$ cat src/rtl/core/wav_header_parser_defines.svh
// Assertion macros used by the parser core RTL.
`ifndef WAV_HEADER_PARSER_DEFINES_SVH
`define WAV_HEADER_PARSER_DEFINES_SVH

`ifndef SYNTH
// Implication checked at every edge outside reset.
`define WAVHP_ASSERT(lbl, clk_i, rstn_i, prop, msg) \
	lbl: assert property (@(posedge clk_i) disable iff (!rstn_i) prop) else $error(msg);
// Condition that must never hold outside reset.
`define WAVHP_NEVER(lbl, clk_i, rstn_i, cond, msg) \
	lbl: assert property (@(posedge clk_i) disable iff (!rstn_i) !(cond)) else $error(msg);
`else
`define WAVHP_ASSERT(lbl, clk_i, rstn_i, prop, msg)
`define WAVHP_NEVER(lbl, clk_i, rstn_i, cond, msg)
`endif

`endif

$ cat src/rtl/core/wavhp_pkg.sv
// Shared constants and types of the WAV header parser.
`timescale 1ns / 1ps
package wavhp_pkg;

	localparam logic [31:0] TAG_RIFF = 32'h5249_4646;
	localparam logic [31:0] TAG_WAVE = 32'h5741_5645;
	localparam logic [31:0] TAG_FMT  = 32'h666D_7420;
	localparam logic [31:0] TAG_DATA = 32'h6461_7461;
	localparam logic [31:0] FMT_BODY_LEN = 32'd16;
	localparam logic [15:0] PCM_CODE = 16'd1;

	localparam logic [2:0] ST_OK        = 3'd0;
	localparam logic [2:0] ST_BAD_RIFF  = 3'd1;
	localparam logic [2:0] ST_BAD_WAVE  = 3'd2;
	localparam logic [2:0] ST_FMT_SMALL = 3'd3;
	localparam logic [2:0] ST_TRUNC     = 3'd4;
	localparam logic [2:0] ST_NO_FMT    = 3'd5;
	localparam logic [2:0] ST_NOT_PCM   = 3'd6;

	typedef struct packed {
		logic [2:0]  status;
		logic [15:0] audio_format;
		logic [15:0] channel_count;
		logic [31:0] rate_hz;
		logic [15:0] sample_width;
		logic [31:0] data_size;
	} result_t;

	// handshake from parser core into the output register
	typedef struct packed {
		logic    valid;
		result_t res;
	} res_msg_t;

endpackage

$ cat src/rtl/core/wavhp_core.sv
// Input stage register and header parse state machine.
`timescale 1ns / 1ps
`include "wav_header_parser_defines.svh"
module wavhp_core (
	input  logic                clk,
	input  logic                arst_n,
	input  logic                in_valid,
	output logic                in_stall,
	input  logic [7:0]          data_byte,
	input  logic                file_start,
	input  logic                file_end,
	input  logic                res_ready,
	output wavhp_pkg::res_msg_t res_msg
);

	typedef enum logic [2:0] {
		PH_IDLE, PH_RIFF, PH_CHUNK, PH_FMT, PH_SKIP, PH_DONE
	} phase_t;

	logic        valid_s1;
	logic [7:0]  byte_s1;
	logic        start_s1;
	logic        end_s1;
	logic        adv;

	phase_t      phase_q, phase_d;
	logic [3:0]  pos_q, pos_d;
	logic [31:0] tag_q, tag_d;
	logic [31:0] clen_q, clen_d;
	logic [31:0] skip_q, skip_d;
	logic        fseen_q, fseen_d;
	logic [15:0] fcode_q, fcode_d;
	logic [15:0] chan_q, chan_d;
	logic [31:0] rate_q, rate_d;
	logic [15:0] bits_q, bits_d;
	logic        emit;
	logic [2:0]  emit_st;
	logic [31:0] emit_size;

	assign adv      = valid_s1 && res_ready;
	assign in_stall = valid_s1 && !res_ready;

	always_ff @(posedge clk or negedge arst_n) begin
		if (!arst_n) begin
			valid_s1 <= 1'b0;
		end else if (!in_stall) begin
			valid_s1 <= in_valid;
		end
	end

	always_ff @(posedge clk) begin
		if (in_valid && !in_stall) begin
			byte_s1  <= data_byte;
			start_s1 <= file_start;
			end_s1   <= file_end;
		end
	end

	always_comb begin
		phase_d   = phase_q;
		pos_d     = pos_q;
		tag_d     = tag_q;
		clen_d    = clen_q;
		skip_d    = skip_q;
		fseen_d   = fseen_q;
		fcode_d   = fcode_q;
		chan_d    = chan_q;
		rate_d    = rate_q;
		bits_d    = bits_q;
		emit      = 1'b0;
		emit_st   = wavhp_pkg::ST_OK;
		emit_size = 32'd0;

		if (start_s1) begin
			phase_d = PH_RIFF;
			pos_d   = 4'd0;
			tag_d   = 32'd0;
			clen_d  = 32'd0;
			skip_d  = 32'd0;
			fseen_d = 1'b0;
			fcode_d = 16'd0;
			chan_d  = 16'd0;
			rate_d  = 32'd0;
			bits_d  = 16'd0;
		end

		case (phase_d)
			PH_RIFF: begin
				tag_d = {tag_d[23:0], byte_s1};
				if (pos_d == 4'd3 && tag_d != wavhp_pkg::TAG_RIFF) begin
					emit    = 1'b1;
					emit_st = wavhp_pkg::ST_BAD_RIFF;
				end else if (pos_d == 4'd11) begin
					if (tag_d != wavhp_pkg::TAG_WAVE) begin
						emit    = 1'b1;
						emit_st = wavhp_pkg::ST_BAD_WAVE;
					end else begin
						phase_d = PH_CHUNK;
						pos_d   = 4'd0;
					end
				end else begin
					pos_d = pos_d + 4'd1;
				end
			end
			PH_CHUNK: begin
				if (pos_d < 4'd4) begin
					tag_d = {tag_d[23:0], byte_s1};
				end else begin
					clen_d = {byte_s1, clen_d[31:8]};
				end
				if (pos_d == 4'd7) begin
					pos_d = 4'd0;
					if (tag_d == wavhp_pkg::TAG_FMT) begin
						if (clen_d < wavhp_pkg::FMT_BODY_LEN) begin
							emit    = 1'b1;
							emit_st = wavhp_pkg::ST_FMT_SMALL;
						end else begin
							phase_d = PH_FMT;
						end
					end else if (tag_d == wavhp_pkg::TAG_DATA) begin
						emit      = 1'b1;
						emit_size = clen_d;
						if (!fseen_d) begin
							emit_st = wavhp_pkg::ST_NO_FMT;
						end else if (fcode_d != wavhp_pkg::PCM_CODE) begin
							emit_st = wavhp_pkg::ST_NOT_PCM;
						end else begin
							emit_st = wavhp_pkg::ST_OK;
						end
					end else if (clen_d != 32'd0) begin
						skip_d  = clen_d;
						phase_d = PH_SKIP;
					end
				end else begin
					pos_d = pos_d + 4'd1;
				end
			end
			PH_FMT: begin
				case (pos_d)
					4'd0:  fcode_d[7:0]   = byte_s1;
					4'd1:  fcode_d[15:8]  = byte_s1;
					4'd2:  chan_d[7:0]    = byte_s1;
					4'd3:  chan_d[15:8]   = byte_s1;
					4'd4:  rate_d[7:0]    = byte_s1;
					4'd5:  rate_d[15:8]   = byte_s1;
					4'd6:  rate_d[23:16]  = byte_s1;
					4'd7:  rate_d[31:24]  = byte_s1;
					4'd14: bits_d[7:0]    = byte_s1;
					4'd15: bits_d[15:8]   = byte_s1;
					default: ;
				endcase
				if (pos_d == 4'd15) begin
					fseen_d = 1'b1;
					skip_d  = clen_d - wavhp_pkg::FMT_BODY_LEN;
					pos_d   = 4'd0;
					phase_d = (clen_d == wavhp_pkg::FMT_BODY_LEN) ? PH_CHUNK : PH_SKIP;
				end else begin
					pos_d = pos_d + 4'd1;
				end
			end
			PH_SKIP: begin
				skip_d = skip_d - 32'd1;
				if (skip_d == 32'd0) begin
					phase_d = PH_CHUNK;
					pos_d   = 4'd0;
				end
			end
			default: ;
		endcase

		// end of file while still parsing, and this byte closed nothing
		if (!emit && end_s1 && (phase_d == PH_RIFF || phase_d == PH_CHUNK ||
				phase_d == PH_FMT || phase_d == PH_SKIP)) begin
			emit      = 1'b1;
			emit_st   = wavhp_pkg::ST_TRUNC;
			emit_size = 32'd0;
		end
		if (emit) begin
			phase_d = PH_DONE;
		end
	end

	always_ff @(posedge clk or negedge arst_n) begin
		if (!arst_n) begin
			phase_q <= PH_IDLE;
			pos_q   <= 4'd0;
			tag_q   <= 32'd0;
			clen_q  <= 32'd0;
			skip_q  <= 32'd0;
			fseen_q <= 1'b0;
			fcode_q <= 16'd0;
			chan_q  <= 16'd0;
			rate_q  <= 32'd0;
			bits_q  <= 16'd0;
		end else if (adv) begin
			phase_q <= phase_d;
			pos_q   <= pos_d;
			tag_q   <= tag_d;
			clen_q  <= clen_d;
			skip_q  <= skip_d;
			fseen_q <= fseen_d;
			fcode_q <= fcode_d;
			chan_q  <= chan_d;
			rate_q  <= rate_d;
			bits_q  <= bits_d;
		end
	end

	assign res_msg.valid             = adv && emit;
	assign res_msg.res.status        = emit_st;
	assign res_msg.res.audio_format  = fcode_d;
	assign res_msg.res.channel_count = chan_d;
	assign res_msg.res.rate_hz       = rate_d;
	assign res_msg.res.sample_width  = bits_d;
	assign res_msg.res.data_size     = emit_size;

	`WAVHP_ASSERT(a_emit_to_done, clk, arst_n, (adv && emit) |=> (phase_q == PH_DONE), "result did not end the parse")
	`WAVHP_NEVER(a_idle_silent, clk, arst_n, adv && !start_s1 && emit && (phase_q == PH_IDLE || phase_q == PH_DONE), "result from idle parser")
	`WAVHP_NEVER(a_chunk_pos, clk, arst_n, phase_q == PH_CHUNK && pos_q > 4'd7, "chunk header position overran")
	`WAVHP_NEVER(a_skip_nonzero, clk, arst_n, phase_q == PH_SKIP && skip_q == 32'd0, "skip entered with zero count")

endmodule

$ cat src/rtl/core/wavhp_out.sv
// Result register between the parser core and the output channel.
`timescale 1ns / 1ps
module wavhp_out (
	input  logic                clk,
	input  logic                arst_n,
	input  wavhp_pkg::res_msg_t res_msg,
	output logic                res_ready,
	output logic                out_valid,
	input  logic                out_stall,
	output wavhp_pkg::result_t  res_out
);

	logic               valid_q;
	wavhp_pkg::result_t res_q;

	assign res_ready = !valid_q || !out_stall;

	always_ff @(posedge clk or negedge arst_n) begin
		if (!arst_n) begin
			valid_q <= 1'b0;
		end else if (res_ready) begin
			valid_q <= res_msg.valid;
		end
	end

	always_ff @(posedge clk) begin
		if (res_ready && res_msg.valid) begin
			res_q <= res_msg.res;
		end
	end

	assign out_valid = valid_q;
	assign res_out   = res_q;

endmodule

$ cat src/rtl/core/wav_header_parser.sv
// Top level of the byte-serial RIFF/WAVE header parser.
`timescale 1ns / 1ps
// Takes one file byte per item (file_start on the first byte, file_end on the last
// available one) and returns one result when a data chunk header completes, when a
// tag or fmt check fails, or when the file ends early. Throughput is one byte per
// clock; a byte is held in the input stage register, where the parse state
// updates, and any result appears in the output register on the next cycle. The
// input stage holds only while a result waits stalled in the output register.
// Bytes after a result are ignored until the next file_start.
module wav_header_parser (
	input  logic        clk,
	input  logic        arst_n,
	input  logic        in_valid,
	output logic        in_stall,
	input  logic [7:0]  data_byte,
	input  logic        file_start,
	input  logic        file_end,
	output logic        out_valid,
	input  logic        out_stall,
	output logic [2:0]  status,
	output logic [15:0] audio_format,
	output logic [15:0] channel_count,
	output logic [31:0] rate_hz,
	output logic [15:0] sample_width,
	output logic [31:0] data_size
);

	wavhp_pkg::res_msg_t res_msg;
	wavhp_pkg::result_t  res_out;
	logic                res_ready;

	wavhp_core u_core (
		.clk        (clk),
		.arst_n     (arst_n),
		.in_valid   (in_valid),
		.in_stall   (in_stall),
		.data_byte  (data_byte),
		.file_start (file_start),
		.file_end   (file_end),
		.res_ready  (res_ready),
		.res_msg    (res_msg)
	);

	wavhp_out u_out (
		.clk       (clk),
		.arst_n    (arst_n),
		.res_msg   (res_msg),
		.res_ready (res_ready),
		.out_valid (out_valid),
		.out_stall (out_stall),
		.res_out   (res_out)
	);

	assign status        = res_out.status;
	assign audio_format  = res_out.audio_format;
	assign channel_count = res_out.channel_count;
	assign rate_hz       = res_out.rate_hz;
	assign sample_width  = res_out.sample_width;
	assign data_size     = res_out.data_size;

endmodule
$ cat config.mk
export PLATFORM = sky130hd
export DESIGN_NAME = wav_header_parser
export DESIGN_NICKNAME = d
export VERILOG_FILES = /design/src/rtl/core/wavhp_pkg.sv /design/src/rtl/core/wavhp_core.sv /design/src/rtl/core/wavhp_out.sv /design/src/rtl/core/wav_header_parser.sv
export VERILOG_INCLUDE_DIRS = /design/src /design/src/rtl/core
export SDC_FILE = /design/constraint.sdc
export NUM_CORES = 1
export LEC_CHECK = 0
export CAP_MARGIN = 0
export CORE_UTILIZATION = 53
export CTS_CLUSTER_SIZE = 14
export DETAILED_ROUTE_END_ITERATION = 12
export DONT_BUFFER_PORTS = 1
export GPL_TIMING_DRIVEN = 0
export PLACE_DENSITY = 0.64
export SYNTH_ARGS = -nofsm -noshare
export SYNTH_HDL_FRONTEND = slang
export SYNTH_SLANG_ARGS = --single-unit
$ cat constraint.sdc
create_clock -name clk -period 9.1 [get_ports clk]
set_input_delay 1.365 -clock clk [delete_from_list [all_inputs] [get_ports clk]]
set_output_delay 1.365 -clock clk [all_outputs]
set_load 0.05 [all_outputs]
# --- Word level (Yosys, flattened, before mapping) ---
# Cells that the tools add are included.
classes:
  bitwise: 3
  magnitude_cmp: 2
  n_eq_ne: 24
  reduce_logical: 21
  add_sub_neg: 3
  n_mux: 77
op_table:
  columns: ["operator", "n"]
  rows:
  - ["$mux W32", 15]
  - ["$mux W16", 6]
  - ["$pmux W32 S3", 1]
  - ["$mux W8", 10]
  - ["$eq A32 B31 Y1 const B", 2]
  - ["$ne A32 B31 Y1 const B", 2]
  - ["$pmux W32 S2", 1]
  - ["$mux W3", 20]
  - ["$eq A32 B5 Y1 const B", 1]
  - ["$logic_not A32 Y1", 1]
  - ["$lt A32 B5 Y1 const B", 1]
  - ["$reduce_bool A32 Y1", 1]
  - ["$sub A32 B1 Y32 const B", 1]
  - ["$sub A32 B5 Y32 const B", 1]
  - ["$mux W4", 7]
  - ["$eq A4 B3 Y1 const B", 4]
  - ["$ne A16 B1 Y1 const B", 1]
  - ["$pmux W4 S4", 1]
  - ["$eq A3 B2 Y1 const B", 4]
  - ["$eq A4 B4 Y1 const B", 3]
  - ["$pmux W3 S4", 1]
  - ["$mux W1", 11]
  - ["$eq A4 B2 Y1 const B", 2]
  - ["$logic_and A1 B1 Y1", 8]
  - ["13 further kinds", 25]
totals:
  wordCells: 151
  out_inout_bits: 117
  in_bits: 14
  regBits: 311

# --- Depth between registers and ports, before layout ---
depth:
  ltp_word: 18
  mapped_depth: 22
  ltp_nobuf: 12

# --- Modules after synthesis ---
# A second synthesis with hierarchy kept.
unflattened:
  hier_cells: 1837
  area_unflattened_um2: 16958.8
by_module_without_submodules:
  columns: ["module", "seq_area_each_um2", "cells_each", "area_per_inst_um2", "instances"]
  rows:
  - ["wavhp_core", 4929.7, 1718, 13457.9, 1]
  - ["wavhp_out", 3478.3, 119, 3500.9, 1]

# --- Least setup slack after synthesis ---
# OpenSTA, ideal clock, no wires.
synth_timing:
  path_kind: "reg2reg"
  start: "register u_core.start_s1"
  end: "register u_out.res_q, in the netlist u_out.res_out[0], enable pin"
  required_ns: 8.631
  arrival_time_ns: 6.179
  setup_time_ns: 0.469
  period_less_slack_ns: 6.648
  stages_incl_launch_ff: 20
  path_slack_ns: 2.452
  path_cell_list: "edfxtp_1 buf_2 clkinv_1 clkbuf_1 clkbuf_1 clkbuf_1 clkbuf_1 buf_1 buf_1 nand2_1 inv_1 ha_1 buf_1 and3_1 clkbuf_1 nand2_1 nor2_1 o21ai_0 a31o_2 inv_1"
synth_between:
  elab_chain_len: 18
  word_cells_on_any_way: 61
synth_lines:
  columns: ["element", "line_no", "source"]
  rows:
  - ["start, declared", "wavhp_core.sv:22", "logic start_s1;"]
  - ["start signal, assigned", "wavhp_core.sv:54", "start_s1 <= file_start;"]
  - ["branches (longest 15 deep; another with $lt A32 B5 Y1)", null, null]
  - ["$mux W1 *", "wavhp_core.sv:172", "if (!emit && end_s1 && (phase_d == PH_RIFF || phase_d == PH_CHUNK ||"]
  - ["$logic_and A1 B1 Y1 *", "wavhp_core.sv:209", "assign res_msg.valid = adv && emit;"]
  - ["$logic_and A1 B1 Y1 *", "wavhp_out.sv:27", "if (res_ready && res_msg.valid) begin"]
  - ["end signal, assigned", "wavhp_out.sv:28", "res_q <= res_msg.res;"]
  - ["end, declared", "wavhp_out.sv:14", "wavhp_pkg::result_t res_q;"]
# Every way passes the cells marked *. The select of a mux whose other input is x is not followed.
# A chain may end at the register's enable or synchronous reset.

# --- Worst setup path after layout ---
layout_timing:
  start: "register u_core.start_s1"
  end: "register u_out.res_q, in the netlist u_out.res_out[9], enable pin"
# Same word-level chain as after synthesis.

==> impl_metrics.ini <==
[cts]
cts_setup_buffers = 0
cts_buffer_depth = 3
clkTransAtPathRegs_ns = 0.06
cts_buffers = 35
clock_latency_ns = 0.54
clock-root-buffer = clkbuf_16
clkSinkCount = 311
cts_tree = built
hold_buffers = 0
h-tree-depth = 2

[global_route]
grt_pass1_wl_um = 97700
grt_pass1_vias = 15400
track_usage_pct = 40.0
antenna_found_initial = 3
grt_overflow = 0
grt_max_degree = 187

[synth]
yosysSeqAreaShare_pct = 49.2
ys_types = 91
ys_warn_count = 0
netlist_top_cells_area = dfrtp_1 27%, edfxtp_1 22%, nand2_1 8.2%
netlist.top_cell.by_area = dfrtp_1
synth.net_count = 1865
syn_area_per_cell_sq_um = 9.27
synthCells = 1843
synth_edf_count = 125
synthArstFlopShare_pct = 59.8
synth.top_cell.area_share_pct = 27.2
netlist_area_sq_um = 17100
ys_seq_elements = 311
ys.flop_type = dfrtp_1

[critical_path]
reg2reg_depth = 19
crit_slowest_cell = clkbuf_1
timing.critical_path.buf_inv = 12
path_common_cell = clkbuf_1
crit_cells = 19
arrival_ns = 9.16
required_ns = 9.29
cpPeakStageDelay_ns = 0.78
path_class = register to register
path_max_fanout = 77
endpoint_kind = register
crit_chain = buf_2 -> clkinv_1 -> clkbuf_1 -> clkbuf_1 -> clkbuf_1 -> buf_1 -> buf_1 -> nand2_1 -> inv_1 -> ha_1 -> buf_1 -> and3_1 -> clkbuf_1 -> nand2_1 -> nor2_1 -> o21ai_0 -> a31o_2 -> inv_4 -> buf_16
cp_top_family = buffers and inverters
cp-start-kind = register

[sta]
slew_headroom_pct = 20.6
final.period_utilization_pct = 98.6
tightest_slew_ns = 1.19
final.min_clock_period_ns = 8.97
finalSetupTns_ns = 0
hold_ws_ns = 0.470
final_max_slew_viol_count = 0
hold_viol = 0
finClkSkew_ns = 0.0173
rsz0062_at_grt = no
setup_viol = 0
max_clock_freq_ghz = 0.111

[floorplan]
io_pins = 131
core-area_sq_um = 31600
fp.dieH_um = 182
start_util_pct = 54.0
dieArea_sq_um = 33000
fp.dieW_um = 182
rows = 65

[placed_design]
routabilityCongestion = 1.03
placed_area_sq_um = 17600
io_buffers = 0
dpl.hpwl_um = 46400

[drt]
wl_per_cell_um = 28.5
first_pass_iters = 7
vias_per_cell = 6.90
vias = 15900
drt_iter0_markers = 2236
routed_wl_um = 65800
ant_nets = 0
drcViolationCount = 0

[run_status]
outcome = finished clean

[job]
maxCapViolCount = 0

[cells_and_area]
final_util_pct = 59.6
final_nets = 1903
final_common_cell = nand2_1
multiInputGateArea_sq_um = 7900
n_fill_cell = 2712
layout_common_cells = 373 x nand2_1, 186 x dfrtp_1, 137 x clkbuf_1, 125 x edfxtp_1, 115 x o21ai_0
area_delta_synth_final_pct = 10.4
seq_area_sq_um = 8410
drive_gt1_share_pct = 10.2
finish.instance_area_sq_um = 18900

[power]
power.leakage_uw = 0.00782
powerDensity_nw_per_um2 = 259
peakVddDrop_v = 0.000176

[worst_hold_path]
min_path_type = register to register
hold_depth = 2
## cells by family after synthesis
| group | after synthesis | synth area share [%] |
|---|---|---|
| adders and majority gates | 8 | 0.586 |
| xor gates and xnor gates | 30 | 1.54 |
| DFF | 311 | 49.2 |
| AOI/OAI and AO/OA | 450 | 18.2 |
| muxes | 43 | 2.65 |
| buffers and inverters | 196 | 4.59 |
| and+or+nand+nor | 805 | 23.2 |
## flip-flops by register name, summed over array words and instances, names as in the netlist
register	cells
u_out.res_out	115
u_core.chan_q	16
u_out.out_valid	1
u_core.byte_s1	8
u_core.phase_q	3
u_core.start_s1	1
u_core.bits_q	16
u_core.fseen_q	1
u_core.tag_q	32
u_core.end_s1	1
u_core.valid_s1	1
u_core.clen_q	32
u_core.pos_q	4
u_core.rate_q	32
u_core.fcode_q	16
u_core.skip_q	32
## worst register-to-register path: stages (launching register included)
cell	delay (ns)
edfxtp_1	0.39
buf_2	0.19
clkinv_1	0.61
clkbuf_1	0.80
clkbuf_1	0.68
clkbuf_1	0.72
buf_1	0.72
buf_1	0.67
nand2_1	0.22
inv_1	0.14
ha_1	0.15
buf_1	0.37
and3_1	0.24
clkbuf_1	0.57
nand2_1	0.44
nor2_1	0.18
o21ai_0	0.29
a31o_2	0.39
inv_4	0.39
buf_16	0.38
## stage by stage
stage	worst slack (ns)	power, uW	cells
4_1_cts	0.109	4830	2310
5_1_grt	0.111	5040	2309
3_5_place_dp	0.149	3320	2247
3_3_place_gp	-2.28	3310	2245
6_report	0.131	4880	2310
2_1_floorplan	2.45	2890	1843
## per-layer routing
| layer | routed length, um | GRT usage [%] | vias up |
|---|---|---|---|
| li1 | - | - | 6819 |
| met1 | 26400 | 53.9 | 7823 |
| met2 | 28700 | 60.3 | 1062 |
| met3 | 7000 | 8.36 | 229 |
| met4 | 3730 | 22.1 | 0 |
| met5 | 0 | 0 | - |
## worst paths after layout
path	start	end	slack (ns)
worst max-delay path	u_core.start_s1$_DFFE_PP_	u_out.res_out[9]$_SDFFCE_PP0P_	0.13
worst min-delay path	u_core.fcode_q[0]$_DFFE_PN0P_	u_core.fcode_q[0]$_DFFE_PN0P_	0.47
worst max register to register	u_core.start_s1$_DFFE_PP_	u_out.res_out[9]$_SDFFCE_PP0P_	0.13
worst min register to register	u_core.fcode_q[0]$_DFFE_PN0P_	u_core.fcode_q[0]$_DFFE_PN0P_	0.47
max in group asynchronous	arst_n	u_core.rate_q[13]$_DFFE_PN0P_	8.24
min in group asynchronous	arst_n	u_core.clen_q[9]$_DFFE_PN0P_	0.52
## area by class of cell
class | count | share of cell area [%]
buffer | 161 | 3.46
sequential | 311 | 44.6
inverter | 34 | 0.690
tap | 402 | 2.67
multi-input combinational | 1336 | 41.9
clock inverter | 14 | 1.15
clock buffer | 49 | 5.36
antenna | 1 | 0.0133
timing repair buffer | 2 | 0.186
## synthesized netlist by cell type, types with 6 or more instances
cell       number
nor2b_1        16
a22o_1         23
mux2_2         18
nand3b_1        7
and3_1         63
buf_2          17
xor2_1         12
nor3_1         60
ha_1            8
o211ai_1       12
or3_1          10
or3b_2          8
a21oi_1        64
a22oi_1        19
mux2i_1        25
dfrtp_1       186
edfxtp_1      125
a21o_1          8
nand4_1        16
a31oi_1        20
nor4bb_1        7
a31o_2         68
o22ai_1        10
o21ai_1         7
nor4b_1        15
nor2_1        112
o31ai_1         9
or4_1           9
clkbuf_1      131
a211oi_1        9
nand2_1       373
nand3_1        38
inv_1          33
o21ai_0       115
xnor2_1        18
nand4b_1        7
nor4_1         24
buf_1          10
o2111ai_1       6
nand2b_1        8
## report_power, final
group          internal (uW)  total [uW]  switching [uW]
combinational            440        1340             899
clock                    921        1520             594
sequential              1660        2020             362
## repair_timing
item                                    4_1_cts  5_1_grt
endpoints found under the setup margin        0       77
endpoints found under the hold margin         0        0
resized for setup                             0        0
(Power assumes the default switching activity.)
